<file path="src/rtl/core/fde_pkg.sv">
// Shared types, constants and helper functions for the framebuffer draw engine.
// Used by every module under rtl/core except the generic RAM.
package fde_pkg;

  localparam int MAX_WIDTH  = 256;
  localparam int MAX_HEIGHT = 256;
  localparam int DEPTH      = MAX_WIDTH * MAX_HEIGHT;
  localparam int ADDR_W     = $clog2(DEPTH);
  localparam int X_W        = $clog2(MAX_WIDTH);
  localparam int Y_W        = $clog2(MAX_HEIGHT);

  localparam int DIM_W      = 9;
  localparam int COORD_W    = 11;
  localparam int PCOORD_W   = 12;
  localparam int SIZE_W     = 10;
  localparam int COLOR_W    = 32;
  localparam int FRAC_W     = 16;
  localparam int ACC_W      = 30;
  localparam int SIDE_W     = 11;
  localparam int NUM_W      = SIDE_W + FRAC_W + 1;
  localparam int QUO_W      = FRAC_W + 2;
  localparam int DCNT_W     = $clog2(NUM_W);

  localparam int IN_DATA_W  = 120;
  localparam int OUT_DATA_W = 40;
  localparam int CFG_IDX_W  = 2;

  localparam int FIFO_DEPTH = 2;
  localparam int FPTR_W     = $clog2(FIFO_DEPTH);
  localparam int FCNT_W     = $clog2(FIFO_DEPTH + 1);

  localparam logic [COLOR_W-1:0] GRID_COLOR = 32'hff333333;
  localparam int GRID_STEP = 10;

  localparam logic [2:0] ACT_CLEAR = 3'd0;
  localparam logic [2:0] ACT_GRID  = 3'd1;
  localparam logic [2:0] ACT_PIXEL = 3'd2;
  localparam logic [2:0] ACT_RECT  = 3'd3;
  localparam logic [2:0] ACT_LINE  = 3'd4;
  localparam logic [2:0] ACT_TRI   = 3'd5;
  localparam logic [2:0] ACT_READ  = 3'd6;

  localparam logic [CFG_IDX_W-1:0] REG_WIDTH  = 2'd0;
  localparam logic [CFG_IDX_W-1:0] REG_HEIGHT = 2'd1;

  typedef enum logic [2:0] {
    K_NOP, K_CLEAR, K_GRID, K_PIXEL, K_RECT, K_LINE, K_TRI, K_READ
  } cmd_kind_t;

  typedef struct packed {
    cmd_kind_t                   kind;
    logic signed [COORD_W-1:0]   x0;
    logic signed [COORD_W-1:0]   y0;
    logic signed [COORD_W-1:0]   x1;
    logic signed [COORD_W-1:0]   y1;
    logic signed [COORD_W-1:0]   x2;
    logic signed [COORD_W-1:0]   y2;
    logic [SIZE_W-1:0]           bw;
    logic [SIZE_W-1:0]           bh;
    logic [COLOR_W-1:0]          color;
  } cmd_t;

  typedef struct packed {
    logic full;
    logic empty;
  } fifo_stat_t;

  typedef enum logic [3:0] {
    B_IDLE, B_CLEAR, B_GRID, B_PIXEL, B_RECT, B_LSETUP, B_DIV, B_LINE,
    B_READ, B_RWAIT, B_DONE
  } back_state_t;

  function automatic logic [DIM_W-1:0] clamp_dim(input logic [DIM_W-1:0] v,
                                                 input int unsigned mx);
    if (v == '0) return DIM_W'(1);
    if (32'(v) > mx) return DIM_W'(mx);
    return v;
  endfunction

endpackage

</file>
<file path="src/rtl/core/fde_cmd_fifo.sv">
// Short command queue between the front end and the drawing back end.
// Depends on fde_pkg.
module fde_cmd_fifo (
  input  logic               clk,
  input  logic               rst,
  input  logic               push,
  input  fde_pkg::cmd_t      din,
  input  logic               pop,
  output fde_pkg::cmd_t      dout,
  output fde_pkg::fifo_stat_t stat
);
  import fde_pkg::*;

  cmd_t              slots [FIFO_DEPTH];
  logic [FPTR_W-1:0] wr_ptr;
  logic [FPTR_W-1:0] rd_ptr;
  logic [FCNT_W-1:0] count;

  assign dout       = slots[rd_ptr];
  assign stat.full  = (count == FCNT_W'(FIFO_DEPTH));
  assign stat.empty = (count == '0);

  always_ff @(posedge clk) begin
    if (push) begin
      slots[wr_ptr] <= din;
    end
  end

  always_ff @(posedge clk) begin
    if (rst) begin
      wr_ptr <= '0;
      rd_ptr <= '0;
      count  <= '0;
    end else begin
      if (push) wr_ptr <= wr_ptr + 1'b1;
      if (pop)  rd_ptr <= rd_ptr + 1'b1;
      if (push && !pop)      count <= count + 1'b1;
      else if (pop && !push) count <= count - 1'b1;
    end
  end
endmodule

</file>
<file path="config.mk">
export PLATFORM = sky130hd
export DESIGN_NAME = fde_cmd_fifo
export DESIGN_NICKNAME = d
export VERILOG_FILES = /design/src/rtl/core/fde_pkg.sv /design/src/rtl/core/fde_cmd_fifo.sv
export SDC_FILE = /design/constraint.sdc
export NUM_CORES = 1
export LEC_CHECK = 0
export BUFFER_PORTS_ARGS = -buffer_cell sky130_fd_sc_hd__buf_4
export CORE_ASPECT_RATIO = 1.5
export CORE_MARGIN = 2
export CORE_UTILIZATION = 52
export DETAILED_ROUTE_END_ITERATION = 12
export PLACE_DENSITY = 0.79
export SLEW_MARGIN = 15
export SYNTH_ARGS = -nofsm -noshare
export SYNTH_HDL_FRONTEND = slang
export SYNTH_SLANG_ARGS = --single-unit
</file>
<file path="constraint.sdc">
create_clock -name clk -period 8.85 [get_ports clk]
set_input_delay 0.885 -clock clk [delete_from_list [all_inputs] [get_ports clk]]
set_output_delay 0.885 -clock clk [all_outputs]
set_load 0.02 [all_outputs]
</file>
# Word level (Yosys, flattened, before mapping)
# Memory sizes are Yosys's and may differ from the RTL's. A register that Yosys moved wholly into a read port is not among the register bits.
# Index checks and enable logic that the tools add are counted.
# op_classes
addsub	4
n_eq_ne	1
n_mux	6
n_reduce_logical	6
# ops
operator	n
$mux 1	4
$mux 2	2
$add 1x1->1 const B	2
$add 2x1->2 const B	1
$eq 2x2->1 const B	1
$logic_and 1x1->1	2
$logic_not 1->1	2
$logic_not 2->1	1
$reduce_bool 2->1	1
$sub 2x1->2 const B	1
# word_totals
register_bits	4
mem_bits_rw	242
in_bits	125
out_inout_bits	123
n_memories	1
# mem_list
name	depth	word_bits	read_ports	rd_clocked_by_memory_dff	write_ports	line	text
slots	2	121	1	1	1	fde_cmd_fifo.sv:14	cmd_t slots [FIFO_DEPTH];

# Longest topological paths before layout
# logic_depth
word_depth	4
mapped_depth	5

# Least setup slack after synthesis
# OpenSTA, ideal clock, no wires.
# synth_timing
path_type	input port to flip-flop
from	in push
to	mem slots[0][0] (netlist bit) (enable)
arrival_ns	6.134
setup_slack_ns	2.099
stages	1
path_cell_list	nor2b_1
# synth_between
elab_chain_len	2
# synth_rtl
item	line	text
start, declared	fde_cmd_fifo.sv:6	input logic push,
$mux 1	fde_cmd_fifo.sv:24	if (push) begin
$mux 1 (implied by the code)	fde_cmd_fifo.sv:25	slots[wr_ptr] <= din;
end, declared	fde_cmd_fifo.sv:14	
# Every way passes these cells.

==> run_results.csv <==
group,metric,value,unit
logic_synthesis,avgSynthCellArea,22.51,um^2
clock_tree,clock_latency,0.49,ns
clock_tree,cts-root-buf,"clkbuf_16",
setup_path,critical_path_class,"reg -> out",
setup_path,r2r-end,"slots[0][90]",
placed_design,dp_hpwl,11870,um
sta,hold_viol_final,0,
layout,fillers,1106,
worst_hold_path,hold_path_class,"reg -> reg",
logic_synthesis,synthFlopType,"edfxtp_1",
clock_tree,cts_setup_buffers,0,
sta,clock_skew,0.007402,ns
sta,slew_headroom,38.11,%
global_route,grt_pass1_wl,25370,um
logic_synthesis,yosysMostFrequentCell,"edfxtp_1",
routing,wl,17610,um
placed_design,placed_cell_area,0.01100,mm^2
setup_path,rrSetupSlack,6.12,ns
pwr,p_leak,4.360,nW
clock_tree,postCtsHoldBufs,0,
placed_design,placed_cells,846,
logic_synthesis,netlist.top_cell.by_area,"edfxtp_1",
clock_tree,htree_levels,1,
status,outcome,"finished clean",
routing,first_iter_violations,212,
global_route,grt_antenna_before_repair,0,
layout,nets,786,
sta,grt_setup_unrepaired,"no",
clock_tree,cts_num_sinks,247,
setup_path,rr_startpoint,"wr_ptr",
logic_synthesis,ys_ff_latch,247,
die,core,0.01684,mm^2
sta,fin_crit,3.632,ns
layout,drive_gt1_share,59.62,%
logic_synthesis,synth_warnings,0,
global_route,grt_remaining_overflow,0,
pwr,power.total,0.002643,W
setup_path,cp_max_fo,70,
sta,finalSetupTns,0,ns
routing,drc,0,
sta,worst_pin_slew,0.9284,ns
placed_design,place.gp.congestion,0.7529,
layout,n_antenna_cell,0,
setup_path,start_kind,"flip-flop",
worst_hold_path,worstHoldEndpoint,"count[1]",
routing,dr_total_vias,4613,
layout,multi_input_area,0.001474,mm^2
worst_hold_path,holdPathStages,2,
logic_synthesis,mappedNetlistNets,524,
worst_hold_path,worstHoldStart,"count[1]",
layout,final_cells,886,
setup_path,required,7.97,ns
logic_synthesis,syn_inst,398,
logic_synthesis,async_flop_share,0,%
setup_path,worstPathArrival,2.75,ns
global_route,grt_max_degree,71,
die,die_x,111.2,um
setup_path,ff2ff_path_depth,3,
routing,firstDrtPassIters,4,
logic_synthesis,synth_edf_count,242,
layout,syn_to_final_growth,30.22,%
die,dieArea,0.01832,mm^2
global_route,grt_usage,17.97,%
layout,seq_area,0.007371,mm^2
logic_synthesis,ys_types,16,
clock_tree,path_clk_slew,0.06,ns
die,start_util,53.21,%
clock_tree,cts_buffer_depth,3,
placed_design,portBuffers,247,
pwr,powerDensity,226.5,mW/mm^2
clock_tree,cts_tree,"done",
sta,report.final.setup_viol,0,
sta,whs,0.5214,ns
logic_synthesis,yosys.area.top_type_share,81.12,%
die,rows,58,
routing,ant_nets,0,
clock_tree,cts-resized-gates,0,
global_route,grt_pass1_vias,4935,
routing,drt-wirelength-per-cell,19.87,um
sta,fin_crit_sh,41.03,%
die,ios,248,
setup_path,worstSetupEndpointType,"output port",
sta,drv_slew,0,
logic_synthesis,synth_area,0.008959,mm^2
layout,stdcell_area,0.01167,mm^2
routing,routed_via_density,5.207,
die,chipHeight,164.8,um
sta,max_clock_freq,0.2754,GHz
run,drv_cap,0,
logic_synthesis,netlist_top_cells_count,"edfxtp_1 (242), mux2_2 (121), buf_6 (9), dfxtp_1 (5), nor2_1 (5)",
clock_tree,cts_buffers,22,
logic_synthesis,ys_seq_area_share,82.23,%
logic_synthesis,yosys-top-cells-area,"edfxtp_1 (81%), mux2_2 (15%), buf_6 (1.1%)",
pwr,ir_worst_vdd,213.2,uV
-- where the power goes --
| group | leakage, nW | internal [W] | switching, W |
|---|---|---|---|
| combinational | 1.72 | 0.000176 | 0.000194 |
| sequential | 2.31 | 0.00137 | 0.0000262 |
| clock | 0.331 | 0.000499 | 0.000382 |
-- routing by layer --
| metal | GRT usage (%) | up-vias | wire (um) |
|---|---|---|---|
| met5 | 0 | - | 0 |
| met4 | 5.836 | 0 | 470 |
| met3 | 4.807 | 32 | 1367 |
| met2 | 34.34 | 199 | 9885 |
| met1 | 19.21 | 2284 | 5882 |
| li1 | - | 2098 | - |
-- cells in the final DEF (no fill, tap or decap), types with 2 or more instances in the layout --
| cell | count |
|---|---|
| nor2_1 | 5 |
| buf_4 | 251 |
| dfxtp_1 | 4 |
| clkbuf_16 | 23 |
| mux2_2 | 121 |
| clkinv_1 | 10 |
| xor2_1 | 2 |
| clkinv_2 | 4 |
| clkbuf_1 | 2 |
| edfxtp_1 | 242 |
| xnor2_1 | 2 |
-- worst max-delay path: stages, from the launching register on --
cell and delay, ns:
dfxtp_4 0.78, buf_4 0.80, mux2_2 0.43, buf_4 0.16
-- flip-flops by register name, indices dropped and copies added, names as in the netlist, named ones only --
| signal | flops |
|---|---|
| wr_ptr | 1 |
| rd_ptr | 1 |
| slots | 242 |
| count | 2 |
-- logic make-up after synthesis --
family / share of synthesized area [%]
flip-flops: 82.23
multiplexers: 15.21
buffers and inverters: 1.425
AND/OR/NAND/NOR: 0.4889
XOR/XNOR: 0.3911
AO/OA/AOI/OAI: 0.1116
adder cells (fa/ha/maj): 0.1396
-- worst max path at each step --
stage | cells past startpoint | from | endpoint
after detailed placement | 4 | push | slots[0][64]
after global placement | 4 | push | slots[0][63]
after floorplan | 1 | push | slots[0][0]
after CTS | 3 | flip-flop | dout[44]
after global routing | 3 | flip-flop | dout[41]
final | 3 | flip-flop | dout[20]
-- per-stage QoR --
stage	utilization, %	setup slack, ns
2_1_floorplan	-	2.099
3_3_place_gp	65.31	5.500
3_5_place_dp	65.31	5.382
4_1_cts	69.29	5.166
5_1_grt	69.29	5.052
6_report	69.29	5.218
-- layout make-up --
class,instances,area share [%]
well taps,210,2.252
flip-flops and latches,247,63.18
inverters,1,0.03218
clock inverters,15,0.7508
multi-input cells,137,12.63
clock buffers,25,4.998
repair buffers,251,16.15
No activity file was read; power rests on OpenSTA's default activity.
