[src/rtl/core/fde_pkg.sv]
// Shared types, constants and helper functions for the framebuffer draw engine.
// Used by every module under rtl/core except the generic RAM.
package fde_pkg;

  localparam int MAX_WIDTH  = 256;
  localparam int MAX_HEIGHT = 256;
  localparam int DEPTH      = MAX_WIDTH * MAX_HEIGHT;
  localparam int ADDR_W     = $clog2(DEPTH);
  localparam int X_W        = $clog2(MAX_WIDTH);
  localparam int Y_W        = $clog2(MAX_HEIGHT);

  localparam int DIM_W      = 9;
  localparam int COORD_W    = 11;
  localparam int PCOORD_W   = 12;
  localparam int SIZE_W     = 10;
  localparam int COLOR_W    = 32;
  localparam int FRAC_W     = 16;
  localparam int ACC_W      = 30;
  localparam int SIDE_W     = 11;
  localparam int NUM_W      = SIDE_W + FRAC_W + 1;
  localparam int QUO_W      = FRAC_W + 2;
  localparam int DCNT_W     = $clog2(NUM_W);

  localparam int IN_DATA_W  = 120;
  localparam int OUT_DATA_W = 40;
  localparam int CFG_IDX_W  = 2;

  localparam int FIFO_DEPTH = 2;
  localparam int FPTR_W     = $clog2(FIFO_DEPTH);
  localparam int FCNT_W     = $clog2(FIFO_DEPTH + 1);

  localparam logic [COLOR_W-1:0] GRID_COLOR = 32'hff333333;
  localparam int GRID_STEP = 10;

  localparam logic [2:0] ACT_CLEAR = 3'd0;
  localparam logic [2:0] ACT_GRID  = 3'd1;
  localparam logic [2:0] ACT_PIXEL = 3'd2;
  localparam logic [2:0] ACT_RECT  = 3'd3;
  localparam logic [2:0] ACT_LINE  = 3'd4;
  localparam logic [2:0] ACT_TRI   = 3'd5;
  localparam logic [2:0] ACT_READ  = 3'd6;

  localparam logic [CFG_IDX_W-1:0] REG_WIDTH  = 2'd0;
  localparam logic [CFG_IDX_W-1:0] REG_HEIGHT = 2'd1;

  typedef enum logic [2:0] {
    K_NOP, K_CLEAR, K_GRID, K_PIXEL, K_RECT, K_LINE, K_TRI, K_READ
  } cmd_kind_t;

  typedef struct packed {
    cmd_kind_t                   kind;
    logic signed [COORD_W-1:0]   x0;
    logic signed [COORD_W-1:0]   y0;
    logic signed [COORD_W-1:0]   x1;
    logic signed [COORD_W-1:0]   y1;
    logic signed [COORD_W-1:0]   x2;
    logic signed [COORD_W-1:0]   y2;
    logic [SIZE_W-1:0]           bw;
    logic [SIZE_W-1:0]           bh;
    logic [COLOR_W-1:0]          color;
  } cmd_t;

  typedef struct packed {
    logic full;
    logic empty;
  } fifo_stat_t;

  typedef enum logic [3:0] {
    B_IDLE, B_CLEAR, B_GRID, B_PIXEL, B_RECT, B_LSETUP, B_DIV, B_LINE,
    B_READ, B_RWAIT, B_DONE
  } back_state_t;

  function automatic logic [DIM_W-1:0] clamp_dim(input logic [DIM_W-1:0] v,
                                                 input int unsigned mx);
    if (v == '0) return DIM_W'(1);
    if (32'(v) > mx) return DIM_W'(mx);
    return v;
  endfunction

endpackage

[src/rtl/core/fde_front.sv]
// Front end: takes input transfers, decodes the action into a command kind
// and forwards it to the command queue. Depends on fde_pkg.
module fde_front (
  input  logic                          clk,
  input  logic                          rst,
  input  logic                          s_axis_tvalid,
  output logic                          s_axis_tready,
  input  logic [fde_pkg::IN_DATA_W-1:0] s_axis_tdata,
  input  logic [2:0]                    s_axis_tuser,
  output logic                          push,
  output fde_pkg::cmd_t                 push_cmd,
  input  fde_pkg::fifo_stat_t           fstat
);
  import fde_pkg::*;

  logic      held;
  cmd_t      dec;
  cmd_kind_t kind;

  assign push          = held && !fstat.full;
  assign s_axis_tready = !held || push;

  always_comb begin
    dec.x0    = s_axis_tdata[10:0];
    dec.y0    = s_axis_tdata[21:11];
    dec.x1    = s_axis_tdata[32:22];
    dec.y1    = s_axis_tdata[43:33];
    dec.x2    = s_axis_tdata[54:44];
    dec.y2    = s_axis_tdata[65:55];
    dec.bw    = s_axis_tdata[75:66];
    dec.bh    = s_axis_tdata[85:76];
    dec.color = s_axis_tdata[117:86];
    unique case (s_axis_tuser)
      ACT_CLEAR: kind = K_CLEAR;
      ACT_GRID:  kind = K_GRID;
      ACT_PIXEL: kind = K_PIXEL;
      // An empty rectangle draws nothing, so it is dropped to a no-op here.
      ACT_RECT:  kind = (dec.bw == '0 || dec.bh == '0) ? K_NOP : K_RECT;
      ACT_LINE:  kind = K_LINE;
      ACT_TRI:   kind = K_TRI;
      ACT_READ:  kind = K_READ;
      default:   kind = K_NOP;
    endcase
    dec.kind = kind;
  end

  always_ff @(posedge clk) begin
    if (rst) begin
      held <= 1'b0;
    end else if (s_axis_tvalid && s_axis_tready) begin
      held <= 1'b1;
    end else if (push) begin
      held <= 1'b0;
    end
  end

  always_ff @(posedge clk) begin
    if (s_axis_tvalid && s_axis_tready) begin
      push_cmd <= dec;
    end
  end
endmodule

[config.mk]
export PLATFORM = sky130hd
export DESIGN_NAME = fde_front
export DESIGN_NICKNAME = d
export VERILOG_FILES = /design/src/rtl/core/fde_pkg.sv /design/src/rtl/core/fde_front.sv
export SDC_FILE = /design/constraint.sdc
export NUM_CORES = 1
export LEC_CHECK = 0
export BUFFER_PORTS_ARGS = -buffer_cell sky130_fd_sc_hd__clkbuf_2
export CORE_ASPECT_RATIO = 1.4
export CORE_MARGIN = 3
export CORE_UTILIZATION = 44
export DETAILED_ROUTE_END_ITERATION = 8
export PLACE_DENSITY_LB_ADDON = 0.3
export SYNTH_ARGS = -nofsm -noshare
export SYNTH_HDL_FRONTEND = slang
export SYNTH_SLANG_ARGS = --single-unit
export TNS_END_PERCENT = 100
[constraint.sdc]
create_clock -name clk -period 7.8 [get_ports clk]
set_input_delay 0.78 -clock clk [delete_from_list [all_inputs] [get_ports clk]]
set_output_delay 0.78 -clock clk [all_outputs]
set_load 0.005 [all_outputs]
* Word-level counts from Yosys, hierarchy flattened
Cells that the tools add are included.
** Word-level totals
- Logic and storage cells :: 31
- Bits in writable memories :: 0
- Bits in latches :: 0
- Memories :: 0
- Input bits :: 128
- Memory bits (read-only) :: 0
- Bits in registers :: 122
- Output and inout port bits :: 123
** Operators by class
- Add/subtract/negate cells :: 0
- Bitwise logic cells :: 0
- Reductions and logical operators :: 10
- Magnitude comparators :: 0
- Multipliers :: 0
- Div/mod/pow operators :: 0
- Shifts and indexed selects :: 0
- Muxes and demuxes :: 4
- Eq/ne operators :: 6
** Operators with widths (count)
- $pmux 3 s7 :: 1
- $logic_not 10->1 :: 2
- $eq 3x3->1 const B :: 3
- $eq 3x2->1 const B :: 2
- $eq 3x1->1 const B :: 1
- $logic_not 3->1 :: 1
- $mux 3 :: 1
- $logic_and 1x1->1 :: 2
- $logic_not 1->1 :: 2
- $logic_or 1x1->1 :: 2
- $mux 1 :: 2
- $reduce_bool 2->1 :: 1

* Depth between registers and ports, before layout
- Depth in word-level cells :: 5
- Mapped depth :: 3
- Mapped depth without buffers :: 3

* Worst setup path after synthesis
No wires, ideal clock.
- Path kind :: input -> register
- Start :: in fstat[1] (netlist name)
- End :: reg push_cmd[0] (netlist name), enable pin
- Setup time :: 0.494 ns
- Stages :: 2
- Slack :: 3.647 ns
- Path buffers :: 0
- Data arrival time :: 3.659 ns
- Data required time :: 7.306 ns
- Path through :: nand2_1 and2_1
** On the way
- Word-level cells in the longest chain between the ends :: 4
** RTL lines
- start, declared :: line fde_front.sv:12 : input fde_pkg::fifo_stat_t fstat
- $logic_not 1->1 :: line fde_front.sv:20 : assign push = held && !fstat.full;
- $logic_and 1x1->1 :: line fde_front.sv:20
- $logic_or 1x1->1 :: line fde_front.sv:21 : assign s_axis_tready = !held || push;
- $logic_and 1x1->1 :: line fde_front.sv:58 : if (s_axis_tvalid && s_axis_tready) begin
- end signal, assigned :: line fde_front.sv:59 : push_cmd <= dec;
- end, declared :: line fde_front.sv:11 : output fde_pkg::cmd_t push_cmd,
No other way between the ends.
A chain may end at the register's enable or synchronous reset.

* Final worst setup path
- Start :: in fstat[1] (netlist name)
- End :: reg push_cmd[106] (netlist name), enable pin
Same word-level chain as after synthesis.

==> summary.txt <==
Run status
  • Outcome: finished clean

Global route
  • Vias in the first global route: 2473
  • Grt ovf: 0
  • Antenna violations before repair: 0
  • First-pass GRT wire length: 12700 µm
  • GR Util All Layers: 18.4%
  • Largest net degree at the start of global routing: 71

Detailed routing
  • Antenna Nets Post-Route: 0
  • Post-Route WL: 8930 µm
  • Initial DRC count: 98
  • DRC Markers: 0
  • DR WL/cell: 17.1 µm
  • Via count: 2364
  • Via density: 4.53
  • 1st-pass router iterations: 4

Final layout
  • Layout cell share with drive strength beyond 1: 65.0%
  • Commonest non-fill, non-tap cell in the layout: clkbuf_2
  • Nets: 535
  • N_diodes: 0
  • Layout area overhead: 51.6%
  • Commonest non-fill, non-tap cells in the layout: 247 x clkbuf_2, 121 x edfxtp_1, 17 x clkbuf_16, 6 x clkinv_1

Clock tree
  • Maximum clock insertion buffer count: 2
  • CTS sink cnt: 122
  • Root buffer cell: clkbuf_16
  • CTS Buf Count: 17
  • CTS tree: built
  • CTS resizes: 0
  • Clock transition at path regs: 50 ps
  • Postcts setup bufs: 0
  • H-tree levels: 4
  • Worst skew pair latency: 400 ps
  • # hold bufs at CTS: 0

Worst setup path
  • Worst path required time: 7820 ps
  • Crit path cell chain: clkbuf_2 > nand2_1 > and2_4 > buf_4
  • Crit-path max cell delay: 780 ps
  • Reg2Reg Capture Point: push_cmd[106]
  • Worst Path Arrival: 2400 ps
  • CP Capture Type: register
  • RR Startpoint: held
  • CP max-delay cell: buf_4
  • Setup Crit Path Kind: primary input to register
  • Flop-to-flop setup slack: 5600 ps
  • Worst setup SP type: primary input
  • Reg2Reg Depth: 3
  • Max FO, Critical Path: 70

STA
  • Unrepaired setup endpoints after global routing: false
  • WHS: 496 ps
  • Slew at the pin with the worst max-slew slack: 850 ps
  • Clk_skew: 4.73 ps
  • Hold Fails Final Rpt: 0
  • Period utilization: 30.5%
  • Setup TNS Final: 0 ps
  • Minimum clock period: 2380 ps
  • Relative slew slack: 43.3%
  • Highest clock rate: 0.420 GHz
  • Final Setup Violations: 0
  • Final slew viol count: 0

Power
  • Worst vdd ir: 0.203 mV
  • Lkg Pwr: 2.52 nW
  • Power Density: 283 nW/µm²
  • Final Power: 1.61 mW

Placement
  • Final GP Congestion: 0.715
  • Dpl hpwl: 6930 µm
  • PortBufs: 247

Floorplan
  • DIE WIDTH: 84.1 µm
  • Core box area: 8250 µm²
  • # rows: 39
  • Ports: 251
  • Initial Utilization: 45.6%
  • Die ar.: 9710 µm²
  • Die Span Y: 115 µm

Job
  • Max Cap Violations: 0

Synthesis
  • Synth cell types: 15
  • Area of the mapped netlist: 3760 µm²
  • Cells after synthesis: 140
  • Register bit total from synthesis: 122
  • Synth warn: 0
  • Post-synth net total: 268
  • Sequential cell area fraction in the yosys report: 97.1%
  • Avg Cell Area, Syn: 26.9 µm²

Hold path
  • Hold endpoint: held
  • Hold wc startpoint: held
  • Hold path cells: 2
  • Hold Crit Class: register to register
[how the worst max path moves through the flow]
stage | depth (start not counted) | from | endpoint
floorplan | 2 | fstat[1] | push_cmd[0]
global placement | 4 | fstat[1] | push_cmd[105]
detailed placement | 4 | fstat[1] | push_cmd[103]
CTS | 4 | fstat[1] | push_cmd[96]
global route | 4 | fstat[1] | push_cmd[88]
finish | 4 | fstat[1] | push_cmd[106]
[logic make-up after synthesis]
family | share of synthesized area, %
flops | 97.1
simple gates | 2.16
xor+xnor | 0.466
compound gates | 0.133
buf+inv | 0.0997
[flip-flops by register name, indices dropped and copies added, names as in the netlist]
name      flops
held          1
push_cmd    121
[cells in the mapped netlist, drive strengths merged]
| cell type | n | area share [%] |
|---|---|---|
| edfxtp | 121 | 97 |
| nor2b | 1 | 0.17 |
| xor2 | 1 | 0.23 |
| xnor2 | 1 | 0.23 |
| and3 | 1 | 0.17 |
| dfxtp | 1 | 0.53 |
| nor3 | 2 | 0.27 |
| nand3 | 2 | 0.27 |
| inv | 1 | 0.10 |
| nor2 | 1 | 0.10 |
| a21oi | 1 | 0.13 |
| nand2 | 2 | 0.20 |
| nor4 | 4 | 0.83 |
| and2 | 1 | 0.17 |
[area by class of cell]
type                       count  area [µm²]
clock inverter                12         130
inverter                       1        3.75
multi-input combinational     17         106
sequential                   122        3650
fill                         595        2540
timing repair buffer         248        1240
tap                          102         128
clock buffer                  20         437
[metrics by stage]
step                instances  instance area [µm²]  util [%]  worst slack, ps
CTS                       522                 5700      69.1             5420
global route              522                 5700      69.1             5290
finish                    522                 5700      69.1             5420
floorplan                 140                 3760         -             3650
global placement          490                 5130      62.3             5060
detailed placement        490                 5130      62.3             5020
[report_power, final]
part           switching [mW]  internal [mW]
sequential            0.00990          0.769
combinational          0.0478         0.0467
clock                   0.247          0.493
total                   0.304           1.31
[layer usage]
metal	GRT usage (%)	part of all wire (%)	up-vias
met2	32.2	57	121
li1	-	-	1106
met4	8.48	1.7	0
met5	0	0	-
met3	8.75	8.8	14
met1	18.3	33	1123
[critical path, delay by kind of cell]
kind / cells / cell delay [ps]
buf+inv: 2 / 880
simple gates: 2 / 660
No activity file was read; power rests on OpenSTA's default activity.
