==> src/rtl/core/fde_pkg.sv <==
// Shared types, constants and helper functions for the framebuffer draw engine.
// Used by every module under rtl/core except the generic RAM.
package fde_pkg;

  localparam int MAX_WIDTH  = 256;
  localparam int MAX_HEIGHT = 256;
  localparam int DEPTH      = MAX_WIDTH * MAX_HEIGHT;
  localparam int ADDR_W     = $clog2(DEPTH);
  localparam int X_W        = $clog2(MAX_WIDTH);
  localparam int Y_W        = $clog2(MAX_HEIGHT);

  localparam int DIM_W      = 9;
  localparam int COORD_W    = 11;
  localparam int PCOORD_W   = 12;
  localparam int SIZE_W     = 10;
  localparam int COLOR_W    = 32;
  localparam int FRAC_W     = 16;
  localparam int ACC_W      = 30;
  localparam int SIDE_W     = 11;
  localparam int NUM_W      = SIDE_W + FRAC_W + 1;
  localparam int QUO_W      = FRAC_W + 2;
  localparam int DCNT_W     = $clog2(NUM_W);

  localparam int IN_DATA_W  = 120;
  localparam int OUT_DATA_W = 40;
  localparam int CFG_IDX_W  = 2;

  localparam int FIFO_DEPTH = 2;
  localparam int FPTR_W     = $clog2(FIFO_DEPTH);
  localparam int FCNT_W     = $clog2(FIFO_DEPTH + 1);

  localparam logic [COLOR_W-1:0] GRID_COLOR = 32'hff333333;
  localparam int GRID_STEP = 10;

  localparam logic [2:0] ACT_CLEAR = 3'd0;
  localparam logic [2:0] ACT_GRID  = 3'd1;
  localparam logic [2:0] ACT_PIXEL = 3'd2;
  localparam logic [2:0] ACT_RECT  = 3'd3;
  localparam logic [2:0] ACT_LINE  = 3'd4;
  localparam logic [2:0] ACT_TRI   = 3'd5;
  localparam logic [2:0] ACT_READ  = 3'd6;

  localparam logic [CFG_IDX_W-1:0] REG_WIDTH  = 2'd0;
  localparam logic [CFG_IDX_W-1:0] REG_HEIGHT = 2'd1;

  typedef enum logic [2:0] {
    K_NOP, K_CLEAR, K_GRID, K_PIXEL, K_RECT, K_LINE, K_TRI, K_READ
  } cmd_kind_t;

  typedef struct packed {
    cmd_kind_t                   kind;
    logic signed [COORD_W-1:0]   x0;
    logic signed [COORD_W-1:0]   y0;
    logic signed [COORD_W-1:0]   x1;
    logic signed [COORD_W-1:0]   y1;
    logic signed [COORD_W-1:0]   x2;
    logic signed [COORD_W-1:0]   y2;
    logic [SIZE_W-1:0]           bw;
    logic [SIZE_W-1:0]           bh;
    logic [COLOR_W-1:0]          color;
  } cmd_t;

  typedef struct packed {
    logic full;
    logic empty;
  } fifo_stat_t;

  typedef enum logic [3:0] {
    B_IDLE, B_CLEAR, B_GRID, B_PIXEL, B_RECT, B_LSETUP, B_DIV, B_LINE,
    B_READ, B_RWAIT, B_DONE
  } back_state_t;

  function automatic logic [DIM_W-1:0] clamp_dim(input logic [DIM_W-1:0] v,
                                                 input int unsigned mx);
    if (v == '0) return DIM_W'(1);
    if (32'(v) > mx) return DIM_W'(mx);
    return v;
  endfunction

endpackage

==> src/rtl/core/fde_back.sv <==
// Back end: executes one command at a time, emitting one pixel per cycle into
// a write stage, with an iterative divider for line steps. Depends on fde_pkg.
module fde_back (
  input  logic                        clk,
  input  logic                        rst,
  input  fde_pkg::cmd_t               cmd,
  input  fde_pkg::fifo_stat_t         fstat,
  output logic                        pop,
  input  logic [fde_pkg::DIM_W-1:0]   width,
  input  logic [fde_pkg::DIM_W-1:0]   height,
  output logic                        res_vld,
  output logic [fde_pkg::COLOR_W-1:0] res_color,
  output logic                        res_flag,
  input  logic                        res_ready,
  output logic                        ram_we,
  output logic [fde_pkg::ADDR_W-1:0]  ram_waddr,
  output logic [fde_pkg::COLOR_W-1:0] ram_wdata,
  output logic [fde_pkg::ADDR_W-1:0]  ram_raddr,
  input  logic [fde_pkg::COLOR_W-1:0] ram_rdata
);
  import fde_pkg::*;

  function automatic logic on_scr(input logic signed [PCOORD_W-1:0] x,
                                  input logic signed [PCOORD_W-1:0] y,
                                  input logic [DIM_W-1:0] w,
                                  input logic [DIM_W-1:0] h);
    return !x[PCOORD_W-1] && !y[PCOORD_W-1] &&
           ($unsigned(x) < {{(PCOORD_W-DIM_W){1'b0}}, w}) &&
           ($unsigned(y) < {{(PCOORD_W-DIM_W){1'b0}}, h});
  endfunction

  // Round a Q.16 value to the nearest integer, halves away from zero.
  function automatic logic signed [PCOORD_W-1:0] round_q16(
      input logic signed [ACC_W-1:0] v);
    logic [ACC_W-1:0] mag;
    logic [ACC_W-1:0] r;
    mag = v[ACC_W-1] ? -v : v;
    r   = (mag + ACC_W'(1 << (FRAC_W - 1))) >> FRAC_W;
    return v[ACC_W-1] ? -r[PCOORD_W-1:0] : r[PCOORD_W-1:0];
  endfunction

  back_state_t state, state_next;
  cmd_t        c;
  logic [SIZE_W-1:0] cnt_i, cnt_j;
  logic [1:0]        seg;
  logic [SIDE_W-1:0] side, step;
  logic              neg_x, neg_y;
  logic [NUM_W-1:0]  nx, ny;
  logic [SIDE_W-1:0] rx, ry;
  logic [DCNT_W-1:0] div_cnt;
  logic signed [ACC_W-1:0] cx, cy, ix, iy;
  logic [COLOR_W-1:0] r_color;
  logic               r_flag;

  logic                       pix_vld;
  logic signed [PCOORD_W-1:0] pix_x, pix_y;
  logic [COLOR_W-1:0]         pix_color;

  logic                       gen_vld;
  logic signed [PCOORD_W-1:0] gen_x, gen_y;
  logic [COLOR_W-1:0]         gen_color;

  logic                       last_pix;
  logic                       res_load;

  // Segment endpoints and axis lengths for the current line.
  logic signed [COORD_W-1:0]  sx, sy, ex, ey;
  logic signed [PCOORD_W-1:0] dx, dy;
  logic [SIDE_W-1:0]          ax, ay, side_new;

  // One restoring divider step per lane.
  logic [SIDE_W:0]    shx, shy;
  logic               gex, gey;
  logic [NUM_W-1:0]   nx_new, ny_new;
  logic [SIDE_W-1:0]  rx_new, ry_new;

  logic signed [PCOORD_W-1:0] rd_x, rd_y;
  logic [ADDR_W-1:0]          rd_row, wr_row;

  always_comb begin
    unique case (seg)
      2'd0: begin sx = c.x0; sy = c.y0; ex = c.x1; ey = c.y1; end
      2'd1: begin sx = c.x1; sy = c.y1; ex = c.x2; ey = c.y2; end
      default: begin sx = c.x2; sy = c.y2; ex = c.x0; ey = c.y0; end
    endcase
    dx = {ex[COORD_W-1], ex} - {sx[COORD_W-1], sx};
    dy = {ey[COORD_W-1], ey} - {sy[COORD_W-1], sy};
    ax = dx[PCOORD_W-1] ? SIDE_W'(-dx) : dx[SIDE_W-1:0];
    ay = dy[PCOORD_W-1] ? SIDE_W'(-dy) : dy[SIDE_W-1:0];
    side_new = (ax >= ay) ? ax : ay;

    shx    = {rx, nx[NUM_W-1]};
    shy    = {ry, ny[NUM_W-1]};
    gex    = shx >= {1'b0, side};
    gey    = shy >= {1'b0, side};
    rx_new = gex ? SIDE_W'(shx - {1'b0, side}) : shx[SIDE_W-1:0];
    ry_new = gey ? SIDE_W'(shy - {1'b0, side}) : shy[SIDE_W-1:0];
    nx_new = {nx[NUM_W-2:0], gex};
    ny_new = {ny[NUM_W-2:0], gey};
  end

  // Pixel source and end-of-run detection for the current state.
  always_comb begin
    gen_vld   = 1'b0;
    gen_x     = {2'b00, cnt_i};
    gen_y     = {2'b00, cnt_j};
    gen_color = c.color;
    last_pix  = 1'b0;
    case (state)
      B_CLEAR: begin
        gen_vld  = 1'b1;
        last_pix = (cnt_i == SIZE_W'(width) - 1'b1) &&
                   (cnt_j == SIZE_W'(height) - 1'b1);
      end
      B_GRID: begin
        gen_vld   = 1'b1;
        gen_color = GRID_COLOR;
        last_pix  = (({1'b0, cnt_i} + (SIZE_W+1)'(GRID_STEP)) >= (SIZE_W+1)'(width)) &&
                    (({1'b0, cnt_j} + (SIZE_W+1)'(GRID_STEP)) >= (SIZE_W+1)'(height));
      end
      B_PIXEL: begin
        gen_vld = 1'b1;
        gen_x   = {c.x0[COORD_W-1], c.x0};
        gen_y   = {c.y0[COORD_W-1], c.y0};
      end
      B_RECT: begin
        gen_vld  = 1'b1;
        gen_x    = {c.x0[COORD_W-1], c.x0} + {2'b00, cnt_i};
        gen_y    = {c.y0[COORD_W-1], c.y0} + {2'b00, cnt_j};
        last_pix = (cnt_i == c.bw - 1'b1) && (cnt_j == c.bh - 1'b1);
      end
      B_LINE: begin
        gen_vld  = 1'b1;
        gen_x    = round_q16(cx);
        gen_y    = round_q16(cy);
        last_pix = (step == side);
      end
      default: ;
    endcase
  end

  assign res_load = (state == B_DONE) && (!res_vld || res_ready);

  always_comb begin
    state_next = state;
    pop        = 1'b0;
    unique case (state)
      B_IDLE: begin
        if (!fstat.empty) begin
          pop = 1'b1;
          unique case (cmd.kind)
            K_CLEAR:       state_next = B_CLEAR;
            K_GRID:        state_next = B_GRID;
            K_PIXEL:       state_next = B_PIXEL;
            K_RECT:        state_next = B_RECT;
            K_LINE, K_TRI: state_next = B_LSETUP;
            K_READ:        state_next = B_READ;
            default:       state_next = B_DONE;
          endcase
        end
      end
      B_CLEAR, B_GRID, B_RECT: if (last_pix) state_next = B_DONE;
      B_PIXEL:  state_next = B_DONE;
      B_LSETUP: state_next = (side_new == '0) ? B_LINE : B_DIV;
      B_DIV:    if (div_cnt == DCNT_W'(NUM_W - 1)) state_next = B_LINE;
      B_LINE: begin
        if (last_pix) begin
          state_next = (c.kind == K_TRI && seg != 2'd2) ? B_LSETUP : B_DONE;
        end
      end
      B_READ:   if (!pix_vld) state_next = B_RWAIT;
      B_RWAIT:  state_next = B_DONE;
      B_DONE:   if (res_load) state_next = B_IDLE;
      default:  state_next = B_IDLE;
    endcase
  end

  always_ff @(posedge clk) begin
    if (rst) begin
      state   <= B_IDLE;
      pix_vld <= 1'b0;
      res_vld <= 1'b0;
    end else begin
      state   <= state_next;
      pix_vld <= gen_vld;
      if (res_load)       res_vld <= 1'b1;
      else if (res_ready) res_vld <= 1'b0;
    end
  end

  always_ff @(posedge clk) begin
    pix_x     <= gen_x;
    pix_y     <= gen_y;
    pix_color <= gen_color;
    if (res_load) begin
      res_color <= r_color;
      res_flag  <= r_flag;
    end
    case (state)
      B_IDLE: begin
        c       <= cmd;
        cnt_i   <= '0;
        cnt_j   <= '0;
        seg     <= '0;
        r_color <= '0;
        r_flag  <= 1'b0;
      end
      B_CLEAR: begin
        if (cnt_i == SIZE_W'(width) - 1'b1) begin
          cnt_i <= '0;
          cnt_j <= cnt_j + 1'b1;
        end else begin
          cnt_i <= cnt_i + 1'b1;
        end
      end
      B_GRID: begin
        if (({1'b0, cnt_i} + (SIZE_W+1)'(GRID_STEP)) >= (SIZE_W+1)'(width)) begin
          cnt_i <= '0;
          cnt_j <= cnt_j + SIZE_W'(GRID_STEP);
        end else begin
          cnt_i <= cnt_i + SIZE_W'(GRID_STEP);
        end
      end
      B_PIXEL: r_flag <= on_scr(gen_x, gen_y, width, height);
      B_RECT: begin
        if (cnt_j == c.bh - 1'b1) begin
          cnt_j <= '0;
          cnt_i <= cnt_i + 1'b1;
        end else begin
          cnt_j <= cnt_j + 1'b1;
        end
      end
      B_LSETUP: begin
        side    <= side_new;
        neg_x   <= dx[PCOORD_W-1];
        neg_y   <= dy[PCOORD_W-1];
        nx      <= NUM_W'({ax, {FRAC_W{1'b0}}}) + NUM_W'(side_new >> 1);
        ny      <= NUM_W'({ay, {FRAC_W{1'b0}}}) + NUM_W'(side_new >> 1);
        rx      <= '0;
        ry      <= '0;
        div_cnt <= '0;
        step    <= '0;
        ix      <= '0;
        iy      <= '0;
        cx      <= {{(ACC_W-FRAC_W-COORD_W){sx[COORD_W-1]}}, sx, {FRAC_W{1'b0}}};
        cy      <= {{(ACC_W-FRAC_W-COORD_W){sy[COORD_W-1]}}, sy, {FRAC_W{1'b0}}};
      end
      B_DIV: begin
        nx      <= nx_new;
        ny      <= ny_new;
        rx      <= rx_new;
        ry      <= ry_new;
        div_cnt <= div_cnt + 1'b1;
        if (div_cnt == DCNT_W'(NUM_W - 1)) begin
          ix <= neg_x ? -ACC_W'(nx_new[QUO_W-1:0]) : ACC_W'(nx_new[QUO_W-1:0]);
          iy <= neg_y ? -ACC_W'(ny_new[QUO_W-1:0]) : ACC_W'(ny_new[QUO_W-1:0]);
        end
      end
      B_LINE: begin
        cx   <= cx + ix;
        cy   <= cy + iy;
        step <= step + 1'b1;
        if (last_pix) seg <= seg + 1'b1;
      end
      B_RWAIT: begin
        if (on_scr(rd_x, rd_y, width, height)) begin
          r_color <= ram_rdata;
          r_flag  <= 1'b1;
        end
      end
      default: ;
    endcase
  end

  // Write stage: clip, then address = y * stride + x.
  assign rd_x      = {c.x0[COORD_W-1], c.x0};
  assign rd_y      = {c.y0[COORD_W-1], c.y0};
  assign wr_row    = ADDR_W'(pix_y[Y_W-1:0]) * ADDR_W'(width);
  assign rd_row    = ADDR_W'(rd_y[Y_W-1:0]) * ADDR_W'(width);
  assign ram_we    = pix_vld && on_scr(pix_x, pix_y, width, height);
  assign ram_waddr = wr_row + ADDR_W'(pix_x[X_W-1:0]);
  assign ram_wdata = pix_color;
  assign ram_raddr = rd_row + ADDR_W'(rd_x[X_W-1:0]);
endmodule

==> config.mk <==
export PLATFORM = sky130hd
export DESIGN_NAME = fde_back
export DESIGN_NICKNAME = d
export VERILOG_FILES = /design/src/rtl/core/fde_pkg.sv /design/src/rtl/core/fde_back.sv
export SDC_FILE = /design/constraint.sdc
export NUM_CORES = 2
export LEC_CHECK = 0
export BUFFER_PORTS_ARGS = -buffer_cell sky130_fd_sc_hd__buf_2
export CORE_MARGIN = 3
export CORE_UTILIZATION = 30
export CTS_BUF_LIST = sky130_fd_sc_hd__clkbuf_4 sky130_fd_sc_hd__clkbuf_8
export CTS_CLUSTER_DIAMETER = 150
export CTS_CLUSTER_SIZE = 20
export DETAILED_ROUTE_END_ITERATION = 8
export SYNTH_ARGS = -nofsm -noshare
export SYNTH_HDL_FRONTEND = slang
export SYNTH_SLANG_ARGS = --single-unit
==> constraint.sdc <==
create_clock -name clk -period 14.7 [get_ports clk]
set_clock_uncertainty 0.05 [all_clocks]
set_input_delay 3.675 -clock clk [delete_from_list [all_inputs] [get_ports clk]]
set_output_delay 3.675 -clock clk [all_outputs]
set_load 0.05 [all_outputs]
# Word-level counts from Yosys, hierarchy flattened
# Cells that the tools add are included.
classes:
  n_addsub: 35
  mul: 2
  order_cmp: 11
  eq_ne: 36
  muxes: 59
  n_reduce_logical: 44
ops:
  columns: ["cell", "count"]
  rows:
  - ["$pmux W30 S2", 4]
  - ["$pmux W11 S2", 7]
  - ["$mux W30", 4]
  - ["$pmux W28 S2", 2]
  - ["$pmux W10 S4", 2]
  - ["$lt A12 B9 Y1", 6]
  - ["$pmux W12 S3", 2]
  - ["$pmux W32 S2", 1]
  - ["$add A30 B30 Y30", 2]
  - ["$mux W10", 6]
  - ["$neg A18 Y30", 2]
  - ["$add A27 B10 Y28", 2]
  - ["$add A28 B16 Y28 const B", 2]
  - ["$mux W28", 2]
  - ["$neg A28 Y28", 2]
  - ["$mux W11", 5]
  - ["$eq A10 B10 Y1", 4]
  - ["$add A16 B8 Y16", 2]
  - ["$mul A8 B9 Y16", 2]
  - ["$mux W32", 1]
  - ["$pmux W4 S8", 1]
  - ["$mux W4", 7]
  - ["$add A11 B11 Y12", 2]
  - ["$ge A12 B11 Y1", 2]
  - ["other kinds (48)", 115]
totals:
  reg_bits: 498
  inputBits: 176
  out_inout_bits: 100
  word_cells: 223

# Longest topological paths before layout
logic_depth:
  word_depth: 11
  depth_mapped: 32

# Worst setup path before layout
# No wires, ideal clock.
synth_path:
  kind: "input -> output"
  startpoint: "in width[5] in the netlist's numbering"
  endpoint: "out ram_raddr[15] in the netlist's numbering"
  arrival_time_ns: 8.736
  required_time_ns: 10.975
  path_slack_ns: 2.239
  cell_stages: 20
  path_cell_list: "clkbuf_1 -> buf_1 -> nand2_1 -> fa_1 -> fa_1 -> fa_1 -> fa_1 -> inv_1 -> ha_1 -> inv_1 -> o21ai_0 -> and2_1 -> o21ai_0 -> nand2b_1 -> a21oi_1 -> o21bai_1 -> a21o_1 -> a21oi_1 -> o21ai_0 -> xnor2_1"
synth_between:
  elab_chain_cells: 2
synth_lines:
  columns: ["item", "line_no", "text"]
  rows:
  - ["start, declared", "fde_back.sv:9", "input logic [fde_pkg::DIM_W-1:0] width,"]
  - ["$mul A8 B9 Y16", "fde_back.sv:279", "assign rd_row = ADDR_W'(rd_y[Y_W-1:0]) * ADDR_W'(width);"]
  - ["$add A16 B8 Y16", "fde_back.sv:283", "assign ram_raddr = rd_row + ADDR_W'(rd_x[X_W-1:0]);"]
  - ["end, declared", "fde_back.sv:18", "output logic [fde_pkg::ADDR_W-1:0] ram_raddr,"]
# Every way passes these cells.

# Worst setup path in the final report
layout_path:
  startpoint: "in width[3] in the netlist's numbering"
  endpoint: "out ram_raddr[14] in the netlist's numbering"
# Same word-level chain as after synthesis.

==> flow_metrics.py <==
metrics = {
    "synthesis": {
        "dominant_combinational_cell_family_by_area_after_synthesis": "simple AND/OR/NAND/NOR gates",
        "average_instance_area_after_synthesis_um2": 9.717,
        "synth-seq-area-share_pct": 39.94,
        "fraction_of_synthesized_area_in_multiplexers_pct": 0.5544,
        "synth-main-ff-cell": "edfxtp_1",
        "synth_edf_count": 436,
        "yosysWarningCount": 0,
        "async_reset_ff_share_pct": 0,
        "yosys.area_share.adder_pct": 16.09,
        "syn-cell-area_mm2": 0.03589,
        "synthesis_stage_register_bit_count": 498,
        "synth_compound_gate_area_share_pct": 14.58,
        "syn_inst": 3693,
        "number_of_distinct_library_cells_after_synthesis": 89,
        "synthesis.nets": 4267,
        "synth_simple_gate_area_share_pct": 16.43,
        "synth-xor-area-share_pct": 7.409,
    },
    "die": {
        "floorplan.initialDensity_pct": 30.31,
        "die_x_um": 351.9,
        "fp.dieArea_mm2": 0.1238,
        "std_cell_rows": 126,
        "num_io_pins": 276,
        "die-height_um": 351.9,
        "placeable_core_region_mm2": 0.1184,
    },
    "routing": {
        "final_antenna_net_count": 0,
        "total_iterations_of_the_first_detailed_routing_run": 8,
        "wl_per_cell_um": 17.71,
        "drt-vias-per-instance": 5.058,
        "drtIter0Drc": 2236,
        "vias": 27779,
        "totalWireLength_um": 97260,
        "drcViolationCount": 0,
    },
    "worst_setup_path": {
        "critical_path_class": "in2out",
        "critical_path.slowest_cell": "fa_1",
        "critical_path_peak_fanout": 22,
        "critical-path-top-cell-by-count": "a21oi_1",
        "critical_path_arrival_ns": 8.51,
        "worst-endpoint-required_ns": 10.97,
        "timing.critical_path.slowest_cell_delay_ns": 0.58,
        "worst_setup_sp_type": "input pin",
        "critical_path.endpoint_type": "output pin",
        "rr_worst_depth": 25,
        "crit_path_cell_trace": "buf_2 > nand2_1 > fa_1 > fa_1 > inv_1 > ha_1 > inv_1 > fa_1 > inv_1 > ha_1 > a21o_1 > a21oi_1 > o21ai_0 > a21oi_1 > o21bai_1 > a21oi_1 > o21bai_1 > a21oi_1 > o21ai_0 > xor2_1 > buf_2",
    },
    "min_path": {
        "hp-class": "reg2reg",
        "timing.hold.worst_path_depth": 0,
    },
    "global_route": {
        "number_of_antenna_violations_at_the_first_check_in_global_routing": 6,
        "grt_pass1_wl_um": 151500,
        "maximum_number_of_pins_on_one_net_before_global_route_repair": 84,
        "first_global_vias": 26371,
        "grt.overflow.total": 0,
        "gr-usage-all-layers_pct": 15.38,
    },
    "cts": {
        "cts_buffers": 29,
        "htree_levels": 1,
        "postCtsSetupRepairBufs": 0,
        "tritoncts_sinks": 498,
        "clk_root_buffer_cell": "clkbuf_8",
        "clk_transition_reported_paths_ns": 0.14,
        "cts_resized": 0,
        "clk-insertion-delay-late_ns": 0.74,
        "clock_tree_from_tritoncts": "done",
        "cts_hold_buffers": 0,
        "ctsLongestPathBuffers": 3,
    },
    "sta": {
        "setup_tns_final_ns": 0,
        "finalSetupViolCount": 0,
        "timing.fmax_mhz": 81.70,
        "layout_min_cycle_time_ns": 12.24,
        "grt_setup_unrepaired": "no",
        "timing_max_transition_violations_final": 0,
        "hold_viol_final": 0,
        "timing.max_slew.rel_slack_pct": 25.70,
        "min_period_over_period_pct": 83.26,
        "tightestPinTransition_ns": 1.110,
    },
    "final_layout": {
        "final_cell_count_without_fillers": 5492,
        "post_route_cells_drive_above_1_share_pct": 10.77,
        "multi_input_area_mm2": 0.01986,
        "areaGrowthSynthToFinish_pct": 10.40,
        "num-fill-cells": 12054,
        "finalNetCount": 4441,
        "finalInstanceArea_mm2": 0.03962,
        "area.sequential_mm2": 0.01433,
    },
    "place": {
        "dp_hpwl_um": 73880,
        "gp_routability_congestion": 0.8914,
        "post-place-cells": 5436,
        "dpl-instance-area_mm2": 0.03901,
        "placement.io_buffers": 274,
    },
    "outcome": {
        "status": "completed",
    },
    "job": {
        "maxCapViolations": 0,
    },
}
[worst paths after layout]
path | start | to | slack, ns
setup / recovery | width[3] | ram_raddr[14] | 2.46
hold / removal | r_color[2] | res_color[2] | 0.35
setup reg to reg | seg[0] | ny[6] | 7.00
hold reg to reg | r_color[2] | res_color[2] | 0.35
[per-layer routing]
layer / GRT usage [%] / wire, um / vias to the layer above
li1: - / - / 13462
met1: 21.61 / 44660 / 13445
met2: 25.23 / 44570 / 774
met3: 2.093 / 6141 / 98
met4: 3.253 / 1889 / 0
met5: 0 / 0 / -
[synthesized netlist by cell type (16+ instances only)]
library cell  instances  area, um2
edfxtp_1            436      13090
nand2_1             312       1171
inv_1               298       1119
nor2_1              294       1104
ha_1                292       3654
a21oi_1             252       1261
o21ai_0             177      885.9
xnor2_1             169       1480
clkbuf_1            150      563.0
xor2_1              132       1156
fa_1                106       2122
and2_1              105      656.9
nand2b_1             73      456.7
nor3_1               71      355.3
a21o_1               69      518.0
nand3_1              67      335.3
and3_1               66      412.9
dfxtp_1              62       1241
nor2b_1              40      250.2
nand4_1              33      206.5
a22oi_1              31      232.7
a31oi_1              30      187.7
or3_1                28      175.2
a22o_1               26      227.7
o22ai_1              23      143.9
o31ai_1              22      165.2
nor4_1               21      131.4
nand3b_1             20      150.1
buf_1                19      71.32
a222oi_1             16      160.2
o41ai_1              16      140.1
[cells by family after synthesis]
| group | count (synthesis) |
|---|---|
| simple gates | 1191 |
| compound gates | 813 |
| flops | 498 |
| buf+inv | 472 |
| fa+ha+maj | 398 |
| xor+xnor | 302 |
| mux | 19 |
[cell usage in the layout (no fill, tap or decap), types with 43 or more instances in the layout]
cell      count
inv_1       297
buf_4        43
dfxtp_1      62
nor2_1      293
nor3_1       70
nand2_1     310
xor2_1      132
buf_2       274
nand2b_1     73
and3_1       66
nand3_1      66
xnor2_1     169
and2_1      105
a21o_1       69
fa_1        106
edfxtp_1    436
o21ai_0     175
ha_1        292
a21oi_1     252
[area by class of cell]
| type | count | share of cell area [%] |
|---|---|---|
| Antenna cell | 2 | 0.01263 |
| Clock buffer | 51 | 1.424 |
| Clock inverter | 3 | 0.09159 |
| Inverter | 298 | 2.830 |
| Multi-Input combinational cell | 2723 | 50.13 |
| Sequential cell | 498 | 36.18 |
| Tap cell | 1600 | 5.053 |
| Timing Repair Buffer | 317 | 4.276 |
[sequential cells by signal, indices dropped and copies added (netlist names), 28 cells and up]
name       count
c            121
cx            30
cy            30
ix            30
iy            30
nx            28
ny            28
r_color       32
ram_wdata     32
res_color     32
[worst max-delay path, delay by kind of cell]
kind	cells	cell delay, ns
AO/OA/AOI/OAI	9	1.61
XOR/XNOR	1	0.14
adder cells (fa/ha/maj)	5	2.14
buffers and inverters	5	0.79
AND/OR/NAND/NOR	1	0.14
[stage by stage]
step / hold slack, ns / worst slack (ns) / utilization [%]
final: 0.3540 / 2.460 / 33.46
after global routing: 0.3571 / 1.908 / 33.46
after CTS: 0.3565 / 2.392 / 33.46
after detailed placement: 0.3545 / 2.384 / 32.95
after global placement: 0.3510 / 2.374 / 32.95
after floorplan: 0.3503 / 2.239 / -
Power is not shown: default switching activity piles up to over one toggle a cycle in this logic, so the estimate is an artifact.
